`src/rtl/asd_pkg.sv`:
```
// Package with the shared types and constants of the accelerometer shake detector.
package asd_pkg;

  localparam int AXIS_W  = 16;
  localparam int DELTA_W = 18;
  localparam int TICK_W  = 32;
  localparam int CNT_W   = 8;
  localparam int CFG_W   = 32;
  localparam int IDX_W   = 3;

  typedef logic [IDX_W-1:0] cfg_idx_t;

  localparam cfg_idx_t CFG_DELTA_THRESHOLD = 3'd0;
  localparam cfg_idx_t CFG_REQUIRED_HITS   = 3'd1;
  localparam cfg_idx_t CFG_COOLDOWN_TICKS  = 3'd2;
  localparam cfg_idx_t CFG_SETTLE_SAMPLES  = 3'd3;
  localparam cfg_idx_t CFG_FAILURE_LIMIT   = 3'd4;

  localparam logic [DELTA_W-1:0] RST_DELTA_THRESHOLD = 18'd8000;
  localparam logic [CNT_W-1:0]   RST_REQUIRED_HITS   = 8'd3;
  localparam logic [TICK_W-1:0]  RST_COOLDOWN_TICKS  = 32'd1500;
  localparam logic [CNT_W-1:0]   RST_SETTLE_SAMPLES  = 8'd10;
  localparam logic [CNT_W-1:0]   RST_FAILURE_LIMIT   = 8'd3;

  localparam logic [CNT_W-1:0]   CNT_MAX = {CNT_W{1'b1}};

  typedef enum logic [1:0] {
    CLS_FAIL      = 2'd0,
    CLS_GOOD_NEW  = 2'd1,
    CLS_GOOD_PREV = 2'd2
  } item_cls_t;

  typedef struct packed {
    item_cls_t           cls;
    logic [DELTA_W-1:0]  delta;
    logic [TICK_W-1:0]   now_tick;
  } queue_entry_t;

  typedef struct packed {
    logic [DELTA_W-1:0]  delta_threshold;
    logic [CNT_W-1:0]    required_hits;
    logic [TICK_W-1:0]   cooldown_ticks;
    logic [CNT_W-1:0]    settle_samples;
    logic [CNT_W-1:0]    failure_limit;
  } cfg_t;

  typedef struct packed {
    logic                shake;
    logic                reinit_request;
    logic [DELTA_W-1:0]  motion_delta;
    logic                settling;
  } result_t;

endpackage

```
`src/rtl/accel_shake_detector.sv`:
```
// Top level of the accelerometer shake detector with its configuration registers.
//
//   channel | handshake           | payload
//   in      | in_valid/in_stall   | read_ok, accel_x/y/z, now_tick
//   out     | out_valid/out_stall | shake, reinit_request, motion_delta, settling
//   cfg     | cfg_we              | cfg_index, cfg_wdata
//
// One request is accepted per cycle while in_stall is low.
// The front stage registers requests into a queue of QUEUE_DEPTH entries, and the
// back stage updates its state once per request as it loads the result register.
// in_stall rises only when the queue is full; out_stall holds the result register.
// Reset is synchronous; no clearing pass follows.
module accel_shake_detector import asd_pkg::*; #(
  parameter int QUEUE_DEPTH = 2
) (
  input  logic                     clk,
  input  logic                     rst_n,
  input  logic                     cfg_we,
  input  logic [IDX_W-1:0]         cfg_index,
  input  logic [CFG_W-1:0]         cfg_wdata,
  input  logic                     in_valid,
  output logic                     in_stall,
  input  logic                     in_read_ok,
  input  logic signed [AXIS_W-1:0] in_accel_x,
  input  logic signed [AXIS_W-1:0] in_accel_y,
  input  logic signed [AXIS_W-1:0] in_accel_z,
  input  logic [TICK_W-1:0]        in_now_tick,
  output logic                     out_valid,
  input  logic                     out_stall,
  output logic                     out_shake,
  output logic                     out_reinit_request,
  output logic [DELTA_W-1:0]       out_motion_delta,
  output logic                     out_settling
);

  cfg_t         cfg_r;
  logic         q_push, q_full;
  queue_entry_t wr_entry, rd_entry;
  logic         q_empty, q_pop;
  result_t      res;

  always_ff @(posedge clk) begin
    if (!rst_n) begin
      cfg_r.delta_threshold <= RST_DELTA_THRESHOLD;
      cfg_r.required_hits   <= RST_REQUIRED_HITS;
      cfg_r.cooldown_ticks  <= RST_COOLDOWN_TICKS;
      cfg_r.settle_samples  <= RST_SETTLE_SAMPLES;
      cfg_r.failure_limit   <= RST_FAILURE_LIMIT;
    end else if (cfg_we) begin
      case (cfg_index)
        CFG_DELTA_THRESHOLD: cfg_r.delta_threshold <= cfg_wdata[DELTA_W-1:0];
        CFG_REQUIRED_HITS:   cfg_r.required_hits   <= cfg_wdata[CNT_W-1:0];
        CFG_COOLDOWN_TICKS:  cfg_r.cooldown_ticks  <= cfg_wdata[TICK_W-1:0];
        CFG_SETTLE_SAMPLES:  cfg_r.settle_samples  <= cfg_wdata[CNT_W-1:0];
        CFG_FAILURE_LIMIT:   cfg_r.failure_limit   <= cfg_wdata[CNT_W-1:0];
        default: begin
        end
      endcase
    end
  end

  assign in_stall = q_full;

  asd_front u_front (
    .clk           (clk),
    .rst_n         (rst_n),
    .in_valid      (in_valid),
    .in_queue_full (q_full),
    .in_read_ok    (in_read_ok),
    .in_accel_x    (in_accel_x),
    .in_accel_y    (in_accel_y),
    .in_accel_z    (in_accel_z),
    .in_now_tick   (in_now_tick),
    .push          (q_push),
    .entry         (wr_entry)
  );

  asd_queue #(
    .DEPTH (QUEUE_DEPTH)
  ) u_queue (
    .clk      (clk),
    .rst_n    (rst_n),
    .push     (q_push),
    .full     (q_full),
    .wr_entry (wr_entry),
    .pop      (q_pop),
    .empty    (q_empty),
    .rd_entry (rd_entry)
  );

  asd_back u_back (
    .clk       (clk),
    .rst_n     (rst_n),
    .cfg       (cfg_r),
    .q_empty   (q_empty),
    .q_entry   (rd_entry),
    .q_pop     (q_pop),
    .out_stall (out_stall),
    .out_valid (out_valid),
    .out_res   (res)
  );

  assign out_shake          = res.shake;
  assign out_reinit_request = res.reinit_request;
  assign out_motion_delta   = res.motion_delta;
  assign out_settling       = res.settling;

endmodule

```
`src/rtl/asd_front.sv`:
```
// Front stage: accepts requests, tracks the previous sample and computes the axis delta.
module asd_front import asd_pkg::*; (
  input  logic                     clk,
  input  logic                     rst_n,
  input  logic                     in_valid,
  input  logic                     in_queue_full,
  input  logic                     in_read_ok,
  input  logic signed [AXIS_W-1:0] in_accel_x,
  input  logic signed [AXIS_W-1:0] in_accel_y,
  input  logic signed [AXIS_W-1:0] in_accel_z,
  input  logic [TICK_W-1:0]        in_now_tick,
  output logic                     push,
  output queue_entry_t             entry
);

  logic signed [AXIS_W-1:0] prev_x_r, prev_y_r, prev_z_r;
  logic                     have_prev_r;
  logic [AXIS_W-1:0]        dx, dy, dz;

  function automatic logic [AXIS_W-1:0] abs_diff(input logic signed [AXIS_W-1:0] a,
                                                 input logic signed [AXIS_W-1:0] b);
    logic signed [AXIS_W:0] d;
    logic        [AXIS_W:0] m;
    d = {a[AXIS_W-1], a} - {b[AXIS_W-1], b};
    m = d[AXIS_W] ? (~d + 1'b1) : d;
    return m[AXIS_W-1:0];
  endfunction

  assign push = in_valid && !in_queue_full;

  always_comb begin
    dx = abs_diff(in_accel_x, prev_x_r);
    dy = abs_diff(in_accel_y, prev_y_r);
    dz = abs_diff(in_accel_z, prev_z_r);
    entry.delta    = {2'b00, dx} + {2'b00, dy} + {2'b00, dz};
    entry.now_tick = in_now_tick;
    if (!in_read_ok) begin
      entry.cls = CLS_FAIL;
    end else if (have_prev_r) begin
      entry.cls = CLS_GOOD_PREV;
    end else begin
      entry.cls = CLS_GOOD_NEW;
    end
  end

  always_ff @(posedge clk) begin
    if (!rst_n) begin
      have_prev_r <= 1'b0;
      prev_x_r    <= '0;
      prev_y_r    <= '0;
      prev_z_r    <= '0;
    end else if (push) begin
      have_prev_r <= in_read_ok;
      if (in_read_ok) begin
        prev_x_r <= in_accel_x;
        prev_y_r <= in_accel_y;
        prev_z_r <= in_accel_z;
      end
    end
  end

endmodule

```
`src/rtl/asd_queue.sv`:
```
// Short request queue between the front stage and the back stage.
module asd_queue import asd_pkg::*; #(
  parameter int DEPTH = 2
) (
  input  logic         clk,
  input  logic         rst_n,
  input  logic         push,
  output logic         full,
  input  queue_entry_t wr_entry,
  input  logic         pop,
  output logic         empty,
  output queue_entry_t rd_entry
);

  localparam int PTR_W = (DEPTH > 1) ? $clog2(DEPTH) : 1;
  localparam int CNT_QW = $clog2(DEPTH + 1);
  localparam logic [PTR_W-1:0]  LAST_PTR = PTR_W'(DEPTH - 1);
  localparam logic [CNT_QW-1:0] FULL_CNT = CNT_QW'(DEPTH);

  queue_entry_t       mem_r [DEPTH];
  logic [PTR_W-1:0]   wr_ptr_r, rd_ptr_r;
  logic [CNT_QW-1:0]  count_r;

  assign full     = (count_r == FULL_CNT);
  assign empty    = (count_r == '0);
  assign rd_entry = mem_r[rd_ptr_r];

  always_ff @(posedge clk) begin
    if (push) begin
      mem_r[wr_ptr_r] <= wr_entry;
    end
  end

  always_ff @(posedge clk) begin
    if (!rst_n) begin
      wr_ptr_r <= '0;
      rd_ptr_r <= '0;
      count_r  <= '0;
    end else begin
      if (push) begin
        wr_ptr_r <= (wr_ptr_r == LAST_PTR) ? '0 : wr_ptr_r + 1'b1;
      end
      if (pop) begin
        rd_ptr_r <= (rd_ptr_r == LAST_PTR) ? '0 : rd_ptr_r + 1'b1;
      end
      if (push && !pop) begin
        count_r <= count_r + 1'b1;
      end else if (pop && !push) begin
        count_r <= count_r - 1'b1;
      end
    end
  end

`ifndef SYNTHESIS
  a_no_pop_empty: assert property (@(posedge clk) disable iff (!rst_n)
    pop |-> !empty) else $error("queue popped while empty");
  a_no_push_full: assert property (@(posedge clk) disable iff (!rst_n)
    push |-> !full) else $error("queue pushed while full");
`endif

endmodule

```
`src/rtl/asd_back.sv`:
```
// Back stage: failure, settle, hit and cooldown tracking plus the result register.
module asd_back import asd_pkg::*; (
  input  logic         clk,
  input  logic         rst_n,
  input  cfg_t         cfg,
  input  logic         q_empty,
  input  queue_entry_t q_entry,
  output logic         q_pop,
  input  logic         out_stall,
  output logic         out_valid,
  output result_t      out_res
);

  logic [CNT_W-1:0]  settle_left_r, settle_left_nxt;
  logic [CNT_W-1:0]  hit_run_r, hit_run_nxt;
  logic [CNT_W-1:0]  fail_run_r, fail_run_nxt;
  logic [TICK_W-1:0] last_shake_r, last_shake_nxt;
  logic              out_valid_r, out_valid_nxt;
  result_t           out_r, out_nxt;
  logic [CNT_W-1:0]  fail_inc, hit_inc;
  logic [TICK_W-1:0] since_shake;
  logic              cool;

  assign q_pop     = !q_empty && (!out_valid_r || !out_stall);
  assign out_valid = out_valid_r;
  assign out_res   = out_r;

  always_comb begin
    settle_left_nxt = settle_left_r;
    hit_run_nxt     = hit_run_r;
    fail_run_nxt    = fail_run_r;
    last_shake_nxt  = last_shake_r;
    out_nxt         = '0;
    fail_inc        = (fail_run_r == CNT_MAX) ? fail_run_r : fail_run_r + 1'b1;
    hit_inc         = (hit_run_r == CNT_MAX) ? hit_run_r : hit_run_r + 1'b1;
    since_shake     = q_entry.now_tick - last_shake_r;
    cool            = (since_shake >= cfg.cooldown_ticks);
    if (q_entry.cls == CLS_FAIL) begin
      hit_run_nxt  = '0;
      fail_run_nxt = fail_inc;
      if (fail_inc >= cfg.failure_limit) begin
        out_nxt.reinit_request = 1'b1;
        fail_run_nxt           = '0;
        settle_left_nxt        = cfg.settle_samples;
      end
    end else begin
      fail_run_nxt = '0;
      if (settle_left_r != '0) begin
        settle_left_nxt  = settle_left_r - 1'b1;
        out_nxt.settling = 1'b1;
      end else if (q_entry.cls == CLS_GOOD_PREV) begin
        out_nxt.motion_delta = q_entry.delta;
        hit_run_nxt = (q_entry.delta >= cfg.delta_threshold) ? hit_inc : '0;
        if (hit_run_nxt >= cfg.required_hits && cool) begin
          out_nxt.shake  = 1'b1;
          last_shake_nxt = q_entry.now_tick;
          hit_run_nxt    = '0;
        end
      end
    end
    if (q_pop) begin
      out_valid_nxt = 1'b1;
    end else if (!out_stall) begin
      out_valid_nxt = 1'b0;
    end else begin
      out_valid_nxt = out_valid_r;
    end
  end

  always_ff @(posedge clk) begin
    if (!rst_n) begin
      settle_left_r <= RST_SETTLE_SAMPLES;
      hit_run_r     <= '0;
      fail_run_r    <= '0;
      last_shake_r  <= '0;
      out_valid_r   <= 1'b0;
    end else begin
      out_valid_r <= out_valid_nxt;
      if (q_pop) begin
        settle_left_r <= settle_left_nxt;
        hit_run_r     <= hit_run_nxt;
        fail_run_r    <= fail_run_nxt;
        last_shake_r  <= last_shake_nxt;
      end
    end
  end

  always_ff @(posedge clk) begin
    if (q_pop) begin
      out_r <= out_nxt;
    end
  end

`ifndef SYNTHESIS
  a_shake_alone: assert property (@(posedge clk) disable iff (!rst_n)
    out_valid_r && out_r.shake |-> !out_r.reinit_request && !out_r.settling)
    else $error("shake reported together with reinit or settling");
  a_settle_no_delta: assert property (@(posedge clk) disable iff (!rst_n)
    out_valid_r && (out_r.settling || out_r.reinit_request) |-> out_r.motion_delta == '0)
    else $error("motion delta reported on an uncompared request");
  a_reinit_reload: assert property (@(posedge clk) disable iff (!rst_n)
    q_pop && out_nxt.reinit_request |=> settle_left_r == $past(cfg.settle_samples)
      && fail_run_r == '0)
    else $error("reinit did not reload the settle count");
`endif

endmodule

```
`config.mk`:
```
export PLATFORM = sky130hd
export DESIGN_NAME = accel_shake_detector
export DESIGN_NICKNAME = d
export VERILOG_FILES = /design/src/rtl/asd_pkg.sv /design/src/rtl/accel_shake_detector.sv /design/src/rtl/asd_front.sv /design/src/rtl/asd_queue.sv /design/src/rtl/asd_back.sv
export SDC_FILE = /design/constraint.sdc
export NUM_CORES = 1
export LEC_CHECK = 0
export ABC_AREA = 1
export BUFFER_PORTS_ARGS = -buffer_cell sky130_fd_sc_hd__buf_2
export CAP_MARGIN = 20
export CORE_MARGIN = 2
export CORE_UTILIZATION = 60
export DETAILED_ROUTE_END_ITERATION = 10
export PLACE_DENSITY = 0.79
export SLEW_MARGIN = 15
export SYNTH_ARGS = -nofsm -noshare
export SYNTH_HDL_FRONTEND = slang
export SYNTH_SLANG_ARGS = --single-unit
```
`constraint.sdc`:
```
create_clock -name clk -period 5.35 [get_ports clk]
set_input_delay 0.2675 -clock clk [delete_from_list [all_inputs] [get_ports clk]]
set_output_delay 0.2675 -clock clk [all_outputs]
set_load 0.005 [all_outputs]
```
==> run_results.csv <==
group,metric,value,unit
finish,multi_input_area,11110,um2
floorplanning,die_w,190.2,um
timing,hold_viol,0,
synthesis,synth_area_per_cell,7.294,um2
global_routing,grt_util_met1,0.3463,
clocking,clock_sinks,310,
floorplanning,die_h,190.2,um
placed_design,gp_congestion,0.9504,
placed_design,hpwl,37500,um
global_routing,busiest_layer,"met2",
finish,fin_cells,3526,
global_routing,grt_use_met3,0.04012,
global_routing,grt_pass1_vias,17856,
min_path,hold_path.class,"input port to flop",
timing,finClkSkew,0.01015,ns
worst_setup_path,crit_arrival,5.32,ns
finish,nets,3351,
finish,seq_area,7458,um2
timing,final_max_slew_viol_count,0,
placed_design,io_buffers,143,
synthesis,yosys_register_bits,310,
timing,fmax,198.0,MHz
placed_design,pre_cts_ws,0.08746,ns
floorplanning,rows,68,
finish,layout-drive-gt1-share,0.09521,
drt,wire_per_inst,14.21,um
drt,vias,18688,
drt,vias_per_cell,5.300,
synthesis,yosysMostFrequentCell,"nand2_1",
worst_setup_path,max_stage_delay,0.52,ns
worst_setup_path,critPathMaxFanout,6,
synthesis,ys_seq_area_frac,0.3583,
floorplanning,start_util,0.6054,
finish,final_area,23820,um2
clocking,path_clk_slew,0.06,ns
synthesis,synth_top_area_frac,0.1804,
worst_setup_path,cpMaxStageDelayCell,"dlygate4sd3_1",
floorplanning,fp.coreArea,34370,um2
power_and_ir_drop,finalPower,0.01423,W
synthesis,synth_commonest_cells,"nand2_1 (619), inv_1 (517), a21oi_1 (262), o21ai_0 (223), nor2_1 (216)",
clocking,htree_levels,2,
worst_setup_path,required,5.62,ns
synthesis,ys_types,57,
drt,drt_iter0_drc,1047,
timing,setup_slack,0.3000,ns
synthesis,synth_edf_count,125,
worst_setup_path,critPathLaunchType,"input port",
flow_run,maxCapViolations,0,
worst_setup_path,cpMostUsedCell,"nand2_1",
drt,post-route-drc-count,0,
timing,relSlewSlack,0.2564,
synthesis,yosys-top-cells-area,"edfxtp_1 (18%), dfxtp_1 (18%), nand2_1 (11%), ha_1 (11%), inv_1 (9.3%)",
worst_setup_path,end_kind,"flop",
floorplanning,dieArea,36190,um2
global_routing,use_met2,0.5001,
synthesis,synth_nets,3165,
timing,period_share,0.9439,
global_routing,grt_max_degree,95,
power_and_ir_drop,power_leakage,11.22,nW
synthesis,ys_warn_count,0,
clocking,clk_latency,0.56,ns
drt,drtAntennaViolNets,0,
drt,wl,50090,um
global_routing,antenna_found_initial,4,
finish,fillers,2991,
clocking,cts_tree,"done",
synthesis,synthArstFlopShare,0,
floorplanning,io_pins,144,
clocking,cts_inserted_buffers,36,
placed_design,dp_cells,3394,
synthesis,synth_area_leader_cell,"edfxtp_1",
clocking,cts_root_buf,"clkbuf_16",
synthesis,yosys_most_used_dff,"dfxtp_1",
timing,rsz0062_at_grt,"yes",
timing,tightest_slew,1.109,ns
worst_setup_path,crit_type,"input port to flop",
global_routing,grt_pass1_wl,82740,um
placed_design,place_area,21910,um2
timing,setup_violations,0,
finish,final_core_util,0.6931,
finish,syn2layout_area_growth,14.48,%
clocking,cts_buffer_depth,3,
global_routing,overflow,0,
synthesis,syn_area,20810,um2
outcome,status,"completed",
power_and_ir_drop,ir_worst_vdd,0.6409,mV
drt,drtPass1Iterations,5,
global_routing,track_usage,0.2772,
timing,period_minus_slack,5.050,ns
synthesis,netlist_instances,2853,
power_and_ir_drop,power.density,597.2,nW/um2
==> metrics by stage <==
step,hold slack [ns],setup TNS [ns]
after global placement,0.4282,0
after global routing,0.02347,-0.1379
after detailed placement,0.4528,0
final,0.02279,0
after CTS,0.001750,0
after floorplan,0.3664,0
==> area by class of cell <==
class / instances / area share
timing repair buffer: 220 / 0.06071
tap: 455 / 0.02390
inverter: 533 / 0.08408
clock buffer: 45 / 0.03981
sequential: 310 / 0.3131
multi-input combinational: 1938 / 0.4665
clock inverter: 21 / 0.01155
antenna: 4 / 0.0004201
==> metal layers <==
metal  part of all wire  up-vias
met3              0.051       81
li1                   -     9640
met4              0.022        0
met2               0.49      441
met1               0.43     8526
met5                  0        -
==> worst max-delay path, delay by kind of cell <==
| family | cells | cell delay, ns |
|---|---|---|
| adder cells (fa/ha/maj) | 4 | 1.28 |
| AND/OR/NAND/NOR | 13 | 1.22 |
| buffers and inverters | 6 | 1.01 |
| XOR/XNOR | 3 | 0.48 |
| AO/OA/AOI/OAI | 7 | 1.07 |
==> state kept, by name, summed over array words and instances, names as in the netlist, named ones only <==
name and flops:
u_queue.count_r 2, u_back.last_shake_r 32, u_queue.rd_ptr_r 1, u_front.prev_y_r 16, u_back.out_valid 1, u_queue.wr_ptr_r 1, u_back.fail_run_r 8, u_front.have_prev_r 1
u_back.hit_run_r 8, u_front.prev_z_r 16, u_queue.mem_r 104, cfg_r 74, u_back.out_res 21, u_front.prev_x_r 16, u_back.settle_left_r 8
==> worst paths after layout <==
| kind | from | endpoint | slack [ns] | depth (start not counted) |
|---|---|---|---|---|
| min | in_accel_x[7] | u_front.prev_x_r[7]$_SDFFE_PN0P_ | 0.02 | 3 |
| min reg2reg | u_front.prev_y_r[7]$_SDFFE_PN0P_ | u_front.prev_y_r[7]$_SDFFE_PN0P_ | 0.46 | 2 |
| max reg2reg | u_front.prev_y_r[0]$_SDFFE_PN0P_ | u_queue.mem_r[1][48]$_DFFE_PP_ | 0.36 | 30 |
| max | in_accel_y[0] | u_queue.mem_r[1][48]$_DFFE_PP_ | 0.30 | 33 |
==> layout by cell type (no fill, tap or decap), types with 28 or more instances in the layout <==
master | netlist | final
clkbuf_16 | 0 | 36
o21ai_0 | 223 | 219
nand3_1 | 102 | 102
edfxtp_1 | 125 | 125
buf_2 | 8 | 142
inv_1 | 517 | 516
nor2_1 | 216 | 213
nand4_1 | 60 | 60
ha_1 | 185 | 181
xor2_1 | 77 | 76
nand2_1 | 619 | 618
xnor2_1 | 28 | 28
dlygate4sd3_1 | 0 | 60
dfxtp_1 | 185 | 184
a21oi_1 | 262 | 257
==> kinds of logic (layout without fill, tap and decap cells) <==
family	count (synthesis)	count (layout)	synth area share
simple gates	1069	1069	0.2183
buf+inv	605	819	0.1120
xor+xnor	108	108	0.04654
other cells	0	4	0
fa+ha+maj	191	191	0.1170
compound gates	566	566	0.1453
flops	310	310	0.3583
mux	4	4	0.002525
==> power by group <==
group,internal (W),switching (W),total [W]
clock,0.00152,0.00102,0.00255
combinational,0.00298,0.00514,0.00811
sequential,0.00342,0.000146,0.00357
==> timing repair <==
item,4_1_cts,5_1_grt
setup buffers,0,2
gates resized for setup,0,20
setup endpoints to repair,0,14
hold endpoints to repair,94,0
hold buffers,60,0
Note: power is estimated with default switching activity, not from simulation.
